$ cat src/rtl/fbbf_pkg.sv
`timescale 1ns / 1ps
// ----------------------------------------------------------------------------
// fbbf_pkg
// Shared types and constants for the free bin bitmap finder.
// ----------------------------------------------------------------------------
package fbbf_pkg;

	localparam int OP_W   = 3;
	localparam int SIZE_W = 32;
	localparam int BIN_W  = 6;

	localparam int NUM_BINS_DEF     = 64;
	localparam int GRANULE_LOG2_DEF = 5;

	typedef enum logic [OP_W-1:0] {
		OP_FIND  = 3'd0,
		OP_SET   = 3'd1,
		OP_CLEAR = 3'd2,
		OP_TEST  = 3'd3,
		OP_MAP   = 3'd4
	} op_t;

	typedef struct packed {
		logic             found;
		logic [BIN_W-1:0] bin;
	} find_res_t;

	typedef struct packed {
		logic             found;
		logic [BIN_W-1:0] bin_number;
		logic             bit_was_set;
	} result_t;

endpackage

$ cat src/rtl/fbbf_size_bin.sv
`timescale 1ns / 1ps
// ----------------------------------------------------------------------------
// fbbf_size_bin
// Byte size to bin number: ceil(size / granule) - 1, zero size gives bin 0,
// clamped to the top bin.
// ----------------------------------------------------------------------------
module fbbf_size_bin #(
	parameter int NUM_BINS     = fbbf_pkg::NUM_BINS_DEF,
	parameter int GRANULE_LOG2 = fbbf_pkg::GRANULE_LOG2_DEF
) (
	input  logic [fbbf_pkg::SIZE_W-1:0] size,
	output logic [fbbf_pkg::BIN_W-1:0]  bin
);

	localparam logic [fbbf_pkg::SIZE_W-1:0] TOP_BIN = fbbf_pkg::SIZE_W'(NUM_BINS - 1);

	logic [fbbf_pkg::SIZE_W-1:0] size_m1;
	logic [fbbf_pkg::SIZE_W-1:0] raw;

	always_comb begin
		size_m1 = size - fbbf_pkg::SIZE_W'(1);
		raw     = size_m1 >> GRANULE_LOG2;
		if (size == '0) begin
			bin = '0;
		end else if (raw > TOP_BIN) begin
			bin = TOP_BIN[fbbf_pkg::BIN_W-1:0];
		end else begin
			bin = raw[fbbf_pkg::BIN_W-1:0];
		end
	end

endmodule

$ cat src/rtl/fbbf_find.sv
`timescale 1ns / 1ps
// ----------------------------------------------------------------------------
// fbbf_find
// Masks off bins below the needed one and priority-encodes the lowest
// populated bin that remains.
// ----------------------------------------------------------------------------
module fbbf_find #(
	parameter int NUM_BINS = fbbf_pkg::NUM_BINS_DEF
) (
	input  logic [NUM_BINS-1:0]        bitmap,
	input  logic [fbbf_pkg::BIN_W-1:0] need,
	input  logic                       size_ok,
	output fbbf_pkg::find_res_t        res
);

	logic [NUM_BINS-1:0] hits;

	always_comb begin
		hits      = bitmap & ({NUM_BINS{1'b1}} << need);
		res.found = size_ok && (hits != '0);
		res.bin   = '0;
		for (int i = NUM_BINS - 1; i >= 0; i--) begin
			if (hits[i]) begin
				res.bin = fbbf_pkg::BIN_W'(i);
			end
		end
		if (!res.found) begin
			res.bin = '0;
		end
	end

endmodule

$ cat src/rtl/free_bin_bitmap_finder.sv
`timescale 1ns / 1ps
// ----------------------------------------------------------------------------
// free_bin_bitmap_finder
// Occupancy map of a segregated free list with find, set, clear, test, map.
// ----------------------------------------------------------------------------
// Requests enter on req_valid/req_ready with opcode, request_size and
// bin_index; each gives exactly one result on res_valid/res_ready carrying
// found, bin_number and bit_was_set, in request order.
// Result valid rises once an accepted request has passed through both
// registers: the request is held in the input register, then the find mask,
// priority encoder and bitmap update run in one pass as it moves into the
// result register.
// Throughput is one request per cycle while the receiver keeps res_ready
// high; the bitmap is read and written at that single hand-over point, so
// back-to-back set/find pairs see each other in order.
// When the receiver stalls, the result register holds and the input
// register fills; req_ready then drops until the result is taken.
// Reset clears the bitmap (no bin populated) and empties both registers.
// Unused opcodes and set/clear return an all-zero result.
// ----------------------------------------------------------------------------
module free_bin_bitmap_finder #(
	parameter int NUM_BINS     = fbbf_pkg::NUM_BINS_DEF,
	parameter int GRANULE_LOG2 = fbbf_pkg::GRANULE_LOG2_DEF
) (
	input  logic                        clk,
	input  logic                        arst_n,
	input  logic                        req_valid,
	output logic                        req_ready,
	input  logic [fbbf_pkg::OP_W-1:0]   opcode,
	input  logic [fbbf_pkg::SIZE_W-1:0] request_size,
	input  logic [fbbf_pkg::BIN_W-1:0]  bin_index,
	output logic                        res_valid,
	input  logic                        res_ready,
	output logic                        found,
	output logic [fbbf_pkg::BIN_W-1:0]  bin_number,
	output logic                        bit_was_set
);

	localparam logic [fbbf_pkg::SIZE_W-1:0] MAX_FIND =
		fbbf_pkg::SIZE_W'(NUM_BINS) << GRANULE_LOG2;

	logic                        valid_s1;
	logic [fbbf_pkg::OP_W-1:0]   opcode_s1;
	logic [fbbf_pkg::SIZE_W-1:0] size_s1;
	logic [fbbf_pkg::BIN_W-1:0]  index_s1;

	logic                        valid_s2;
	fbbf_pkg::result_t           res_s2;

	logic [NUM_BINS-1:0]         bitmap_q;
	logic [NUM_BINS-1:0]         bitmap_d;

	logic                        advance;
	logic                        idx_ok;
	logic [fbbf_pkg::BIN_W-1:0]  size_bin;
	fbbf_pkg::find_res_t         find_res;
	fbbf_pkg::result_t           res_d;

	assign advance   = valid_s1 && (!valid_s2 || res_ready);
	assign req_ready = !valid_s1 || advance;
	assign idx_ok    = {1'b0, index_s1} < (fbbf_pkg::BIN_W + 1)'(NUM_BINS);

	fbbf_size_bin #(
		.NUM_BINS     (NUM_BINS),
		.GRANULE_LOG2 (GRANULE_LOG2)
	) u_size_bin (
		.size (size_s1),
		.bin  (size_bin)
	);

	fbbf_find #(
		.NUM_BINS (NUM_BINS)
	) u_find (
		.bitmap  (bitmap_q),
		.need    (size_bin),
		.size_ok (size_s1 <= MAX_FIND),
		.res     (find_res)
	);

	always_comb begin
		res_d    = '0;
		bitmap_d = bitmap_q;
		unique case (opcode_s1)
			fbbf_pkg::OP_FIND: begin
				res_d.found      = find_res.found;
				res_d.bin_number = find_res.bin;
			end
			fbbf_pkg::OP_SET: begin
				if (idx_ok) begin
					bitmap_d[index_s1[$clog2(NUM_BINS)-1:0]] = 1'b1;
				end
			end
			fbbf_pkg::OP_CLEAR: begin
				if (idx_ok) begin
					bitmap_d[index_s1[$clog2(NUM_BINS)-1:0]] = 1'b0;
				end
			end
			fbbf_pkg::OP_TEST: begin
				if (idx_ok) begin
					res_d.bit_was_set = bitmap_q[index_s1[$clog2(NUM_BINS)-1:0]];
				end
			end
			fbbf_pkg::OP_MAP: begin
				res_d.bin_number = size_bin;
			end
			default: begin
				res_d = '0;
			end
		endcase
	end

	always_ff @(posedge clk or negedge arst_n) begin
		if (!arst_n) begin
			valid_s1 <= 1'b0;
			valid_s2 <= 1'b0;
			bitmap_q <= '0;
		end else begin
			if (req_ready) begin
				valid_s1 <= req_valid;
			end
			if (advance) begin
				valid_s2 <= 1'b1;
				bitmap_q <= bitmap_d;
			end else if (res_ready) begin
				valid_s2 <= 1'b0;
			end
		end
	end

	always_ff @(posedge clk) begin
		if (req_ready && req_valid) begin
			opcode_s1 <= opcode;
			size_s1   <= request_size;
			index_s1  <= bin_index;
		end
		if (advance) begin
			res_s2 <= res_d;
		end
	end

	assign res_valid   = valid_s2;
	assign found       = res_s2.found;
	assign bin_number  = res_s2.bin_number;
	assign bit_was_set = res_s2.bit_was_set;

endmodule
$ cat config.mk
export PLATFORM = sky130hd
export DESIGN_NAME = free_bin_bitmap_finder
export DESIGN_NICKNAME = d
export VERILOG_FILES = /design/src/rtl/fbbf_pkg.sv /design/src/rtl/fbbf_size_bin.sv /design/src/rtl/fbbf_find.sv /design/src/rtl/free_bin_bitmap_finder.sv
export SDC_FILE = /design/constraint.sdc
export NUM_CORES = 1
export LEC_CHECK = 0
export BUFFER_PORTS_ARGS = -buffer_cell sky130_fd_sc_hd__buf_2
export CAP_MARGIN = 5
export CORE_UTILIZATION = 25
export DETAILED_ROUTE_END_ITERATION = 12
export PLACE_DENSITY = 0.37
export SLEW_MARGIN = 10
export SYNTH_ARGS = -nofsm -noshare
export SYNTH_HDL_FRONTEND = slang
export SYNTH_HIERARCHICAL = 1
export SYNTH_SLANG_ARGS = --single-unit
$ cat constraint.sdc
create_clock -name clk -period 4.2 [get_ports clk]
set_input_delay 0.42 -clock clk [delete_from_list [all_inputs] [get_ports clk]]
set_output_delay 0.42 -clock clk [all_outputs]
set_load 0.01 [all_outputs]
==> results.toml, run 1 <==
[timing]
drv_slew = 0
min_period_over_period = 1.01
setup_tns_ns = -0.0461
final.setup.worst_slack_ns = -0.0289
maxSlewHeadroom = 0.368
fin_skew_ns = 0.00866
setup_viol = 3
rsz0062_at_grt = "yes"
fin_crit_ns = 4.23
fmax_ghz = 0.236
report.final.hold_viol_count = 0
worst_pin_slew_ns = 0.948

[clock_tree]
clk_pin_slew_worst_paths_ns = 0.06
insertion_delay_ns = 0.43
numCtsBuffers = 17
tritoncts = "yes"
htree_levels = 4
ctsLongestPathBuffers = 2
clock-sinks = 115
cts-root-buf = "clkbuf_16"

[floorplanning]
chipHeight_microns = 180
dieArea_sq_um = 32300
rows = 64
chipWidth_microns = 180
initial_utilization = 0.256
core_sq_um = 30800
top_level_ports = 55

[place]
dp_slack_ns = -0.423
io_buffers = 54
dp_hpwl_mm = 22.5
place_congestion = 0.846

[run]
cap_violations = 0

[min_path]
hp-class = "primary input to async pin"

[synthesis]
synth_area_sq_um = 7890
netlist-cell-type-count = 97
synth_top_area_share = 0.209
syn_nets = 833
synthArstFlopShare = 0.574
synth_edf_count = 49
ys_seq_elements = 115
syn_area_per_cell_sq_um = 10.0
yosysTopAreaCell = "dfrtp_1"
synthTopCellsByCount = "nand2_1 (78), nor2_1 (71), dfrtp_1 (66)"
yosysMostFrequentCell = "nand2_1"
ys_dominant_reg_cell = "dfrtp_1"
ys_seq_area_frac = 0.396
netlist_top_cells_area = "dfrtp_1 (21%), edfxtp_1 (19%), mux2_2 (7.6%), nand2_1 (3.7%), mux4_2 (3.4%)"
synth_warnings = 6
synth_cells = 788

[global_route]
grt_max_degree = 67
grt_overflow = 0
antenna_found_initial = 0
grt_usage = 0.185
grt_pass1_wl_mm = 44.7
grt_pass1_vias = 7220

[status]
outcome = "finished, violations left"
violations = "negative setup slack"

[routing]
drt_iter0_markers = 536
wl_per_cell_microns = 21.6
drc_errors = 0
vias = 7180
antenna_left = 0
wirelength_mm = 30.1
avgViaCountPerCell = 5.16
dr.pass1.iters = 5

[layout]
area_growth_syn_to_layout_pct = 38.9
nNetsFinal = 1028
drive_gt1_frac = 0.458
diodes = 0
nFillCells = 3122

[power]
power_density_nw_per_um2 = 291
leakage_nw = 4.56
peakVddDrop_mv = 0.252

[setup_path]
crit_fanout = 15
worstSetupPathType = "flop to flop"
cp-start-kind = "flop"
cp-end-kind = "flop"
worst_ep_arrival_time_ns = 4.41
cp.required_ns = 4.38
-- final timing paths --
check	cells past startpoint	to	startpoint	slack [ns]
min	1	async pin	arst_n	0.13
max	18	bin_number[2]	size_s1[5]	-0.03
max reg2reg	18	bin_number[2]	size_s1[5]	-0.03
min in group clk	1	size_s1[6]	request_size[6]	0.16
max in group asynchronous	1	async pin	arst_n	3.49
min reg2reg	1	res_valid	valid_s1	0.54
-- timing repair --
item                       4_1_cts  5_1_grt
buffers inserted                16       19
hold buffers                     0        0
hold endpoints to repair         0        0
gates resized for setup         41       82
cloned                           0        2
setup endpoints to repair        7        7
pin swaps                       14       51
-- cell usage in the layout (no fill, tap or decap), types with 9 or more instances in the layout --
| cell | count |
|---|---|
| buf_2 | 53 |
| edfxtp_1 | 49 |
| nand2_1 | 74 |
| o21ai_1 | 16 |
| a21oi_1 | 24 |
| o211ai_1 | 15 |
| mux2_2 | 53 |
| inv_1 | 13 |
| nand2b_1 | 12 |
| nand3_1 | 18 |
| nor3_2 | 14 |
| nor4_4 | 9 |
| o21ai_0 | 22 |
| nor4_1 | 11 |
| nor2_1 | 66 |
| buf_4 | 151 |
| nand3b_1 | 9 |
| or2_2 | 10 |
| dfrtp_1 | 66 |
| mux4_2 | 12 |
| nor3_1 | 11 |
| mux2_1 | 15 |
| clkbuf_16 | 20 |
-- kinds of logic (layout without fill, tap and decap cells) --
group / count (synthesis) / after routing / synth area share
AOI/OAI and AO/OA: 195 / 196 / 0.174
and+or+nand+nor: 323 / 323 / 0.234
xor gates and xnor gates: 3 / 3 / 0.00333
muxes: 87 / 87 / 0.140
buffers and inverters: 65 / 272 / 0.0528
DFF: 115 / 115 / 0.396
-- metal layers --
metal,routed length [microns],vias up,GRT usage
met5,0,-,0
met4,545,0,0.0603
met3,883,35,0.0251
met2,14700,171,0.311
met1,14000,3576,0.245
li1,-,3398,-
-- through the flow --
| step | area [sq um] | hold WS [ns] | util | power [W] | std cells |
|---|---|---|---|---|---|
| floorplan | 7890 | 0.124 | - | 0.00155 | 788 |
| global placement | 9500 | 0.526 | 0.308 | 0.00172 | 1324 |
| CTS | 10400 | 0.139 | 0.337 | 0.00322 | 1371 |
| detailed placement | 9500 | 0.540 | 0.308 | 0.00172 | 1324 |
| finish | 11000 | 0.130 | 0.356 | 0.00319 | 1392 |
| global route | 11000 | 0.143 | 0.356 | 0.00331 | 1392 |
-- power by group --
group	switching [W]	internal (W)	leakage, nW
Clock	0.000538	0.000929	0.294
Sequential	0.000140	0.00127	1.37
Combinational	0.000157	0.000155	2.89
-- critical path: stages, from the launching register on --
cell and delay (ns):
edfxtp_1 0.42, nor4_4 0.37, nand3b_4 0.14, or3_4 0.40, a31oi_4 0.18, nor4_4 0.07
buf_6 0.16, a21oi_4 0.15, buf_12 0.18, buf_4 0.16, nand2_2 0.11, o211ai_1 0.32
a31oi_1 0.16, a311o_1 0.33, nand4bb_1 0.24, o21a_2 0.25, and3_1 0.14, mux2i_1 0.12
nor2_1 0.05
-- cell type report --
cell class	count	area (sq um)	share of cell area
flip-flops and latches	115	3120	0.285
well taps	396	495	0.0452
clock inverters	7	67.6	0.00616
clock buffers	25	528	0.0482
repair buffers	225	1730	0.158
multi-input cells	609	4950	0.452
inverters	15	62.6	0.00571
(Power assumes the default switching activity.)
==> run 2: changes to the inputs <==
--- a/config.mk
+++ b/config.mk
@@ -9,9 +9,8 @@
 export CAP_MARGIN = 5
 export CORE_UTILIZATION = 25
 export DETAILED_ROUTE_END_ITERATION = 12
-export PLACE_DENSITY = 0.37
+export PLACE_DENSITY = 0.38
 export SLEW_MARGIN = 10
 export SYNTH_ARGS = -nofsm -noshare
 export SYNTH_HDL_FRONTEND = slang
-export SYNTH_HIERARCHICAL = 1
 export SYNTH_SLANG_ARGS = --single-unit
==> constraint.sdc (replaced) <==
create_clock -name clk -period 3.5 [get_ports clk]
set_input_delay 0.35 -clock clk [delete_from_list [all_inputs] [get_ports clk]]
set_output_delay 0.35 -clock clk [all_outputs]
set_load 0.01 [all_outputs]
==> results.toml, run 2 <==
[status]
outcome = "finished, violations left"
violations = "design-rule violations, negative setup slack"

[floorplanning]
dieArea_sq_um = 32200
chipHeight_microns = 179
core_sq_um = 30700
rows = 64
top_level_ports = 55
chipWidth_microns = 179
initial_utilization = 0.256

[synthesis]
syn_area_per_cell_sq_um = 8.37
ys_seq_area_frac = 0.397
ys_seq_elements = 115
synthTopCellsByCount = "nor2_1 (136), a21oi_1 (106), nand2_1 (79)"
synth_edf_count = 49
synthArstFlopShare = 0.574
synth_area_sq_um = 7860
yosysMostFrequentCell = "nor2_1"
synth_cells = 939
syn_nets = 984
synth_warnings = 0
synth_top_area_share = 0.210
ys_dominant_reg_cell = "dfrtp_1"
netlist_top_cells_area = "dfrtp_1 (21%), edfxtp_1 (19%), a21oi_1 (6.7%), nor2_1 (6.5%), o21ai_0 (4.8%)"
netlist-cell-type-count = 83
yosysTopAreaCell = "dfrtp_1"

[setup_path]
crit_chain = "or4_4 -> buf_6 -> or4_4 -> mux2_4 -> o21ai_4 -> buf_6 -> or4_4 -> nor2_1 -> o21a_1 -> a221o_1 -> or4_4 -> or3_4 -> o31ai_4 -> a31oi_1"
cp-end-kind = "flop"
worstSetupPathType = "flop to flop"
crit_top_cell = "or4_4"
crit_family = "simple AND/OR/NAND/NOR gates"
crit_fanout = 5
slowest_delay_ns = 0.56
cp-start-kind = "flop"
critical_path_buf_inv_count = 2
cp.required_ns = 3.66
worst_ep_arrival_time_ns = 4.56
critPathSlowestCell = "or4_4"

[clock_tree]
htree_levels = 4
insertion_delay_ns = 0.44
cts-root-buf = "clkbuf_16"
clock-sinks = 115
clk_pin_slew_worst_paths_ns = 0.06
tritoncts = "yes"
ctsLongestPathBuffers = 2
numCtsBuffers = 17

[layout]
drive_gt1_frac = 0.360
nNetsFinal = 1265
design_area_sq_um = 11400
final_util = 0.370
layout_common_cells = "buf_4 (257), nor2_1 (133), a21oi_1 (100)"
diodes = 0
final_common_cell = "buf_4"
area_growth_syn_to_layout_pct = 44.8

[timing]
rsz0062_at_grt = "yes"
drv_slew = 0
fin_crit_ns = 4.41
maxSlewHeadroom = 0.323
setup_viol = 7
fin_skew_ns = 0.0134
fmax_ghz = 0.227
report.final.hold_viol_count = 0
worst_pin_slew_ns = 1.02
final.setup.worst_slack_ns = -0.907
min_period_over_period = 1.26

[power]
internal_power_w = 0.00292
p_seq_frac = 0.401
p_sw_w = 0.00127
leakage_nw = 4.75
power_density_nw_per_um2 = 368
peakVddDrop_mv = 0.317
power_frac_clock = 0.433
pwr-share-comb = 0.166
swShare = 0.303

[place]
io_buffers = 54
dp_hpwl_mm = 28.1
place_congestion = 0.952
dp_slack_ns = -1.13
postPlaceCellArea_sq_um = 10300

[global_route]
grt_max_degree = 65
grt_pass1_wl_mm = 54.2
grt_pass1_vias = 8647
grt_overflow = 0
antenna_found_initial = 0
grt_usage = 0.232

[run]
cap_violations = 0

[min_path]
hp-class = "primary input to flop"

[routing]
wl_per_cell_microns = 22.0
antenna_left = 0
drt_iter0_markers = 696
drc_errors = 9
vias = 8601
dr.pass1.iters = 10
avgViaCountPerCell = 5.28
wirelength_mm = 35.8
[run 2: cell count changes in the layout (fill, tap and decap cells not counted), sizes merged, moves of 12 or more]
cell,previous run,this run
a21oi,39,107
a31oi,13,51
buf,224,317
mux2,68,7
nor2,73,137
o21ai,44,83
o31ai,3,15
[run 2: final timing paths]
| path | start | endpoint | depth (start not counted) | slack [ns] |
|---|---|---|---|---|
| worst max-delay path | size_s1[14] | bin_number[0] | 14 | -0.91 |
| worst min-delay path | request_size[2] | size_s1[2] | 1 | 0.09 |
| worst max register to register | size_s1[14] | bin_number[0] | 14 | -0.91 |
| worst min register to register | valid_s1 | res_valid | 1 | 0.49 |
| max in group asynchronous | arst_n | async pin | 3 | 2.06 |
| min in group asynchronous | arst_n | async pin | 2 | 0.42 |
[run 2: layout make-up]
cell class / instances / area (sq um)
Fill cell: 3257 / 19400
Timing Repair Buffer: 318 / 2280
Clock inverter: 13 / 146
Clock buffer: 19 / 443
Inverter: 13 / 48.8
Sequential cell: 115 / 3120
Tap cell: 396 / 495
Multi-Input combinational cell: 755 / 4850
[run 2: stage by stage]
step / setup TNS [ns] / power [W] / hold WS, ns / cells
2_1_floorplan: -2.91 / 0.00196 / 0.0544 / 939
3_3_place_gp: -6.20 / 0.00237 / 0.362 / 1580
3_5_place_dp: -6.47 / 0.00236 / 0.360 / 1580
4_1_cts: -4.70 / 0.00421 / 0.0768 / 1624
5_1_grt: -6.09 / 0.00436 / 0.0718 / 1629
6_report: -5.25 / 0.00419 / 0.0904 / 1629
[run 2: what timing repair did]
| item | in CTS | in global routing |
|---|---|---|
| pin swaps | 15 | 9 |
| resized for setup | 56 | 19 |
| hold buffers | 1 | 0 |
| setup endpoints to repair | 7 | 7 |
| hold endpoints to repair | 21 | 0 |
| setup buffers | 11 | 5 |
[run 2: worst reg2reg max path, stage by stage, from the launching register on]
cell and delay [ns]:
edfxtp_1 0.39, or4_4 0.56, buf_6 0.13, or4_4 0.50
mux2_4 0.34, o21ai_4 0.25, buf_6 0.15, or4_4 0.15
nor2_1 0.05, o21a_1 0.18, a221o_1 0.27, or4_4 0.49
or3_4 0.39, o31ai_4 0.22, a31oi_1 0.06
[run 2: metal layers]
metal	track usage	wire length [microns]	part of all wire	up-vias
met5	0	0	0	-
met4	0.0683	820	0.023	0
met3	0.0337	1640	0.046	32
met2	0.378	16500	0.46	268
met1	0.316	16800	0.47	4167
li1	-	-	-	4134
[run 2: logic make-up after synthesis]
| logic type | count (synthesis) | synth area share |
|---|---|---|
| multiplexers | 21 | 0.0411 |
| AND/OR/NAND/NOR | 371 | 0.232 |
| adder cells (fa/ha/maj) | 1 | 0.00127 |
| AO/OA/AOI/OAI | 358 | 0.289 |
| buffers and inverters | 69 | 0.0347 |
| flip-flops | 115 | 0.397 |
| XOR/XNOR | 4 | 0.00446 |
[run 2: power groups by stage]
stage | Sequential (W) | Clock, W | Combinational (W)
after floorplan | 0.00162 | 0 | 0.000339
after global placement | 0.00170 | 0 | 0.000668
after detailed placement | 0.00170 | 0 | 0.000666
after CTS | 0.00167 | 0.00185 | 0.000690
after global routing | 0.00169 | 0.00190 | 0.000759
final | 0.00168 | 0.00181 | 0.000696
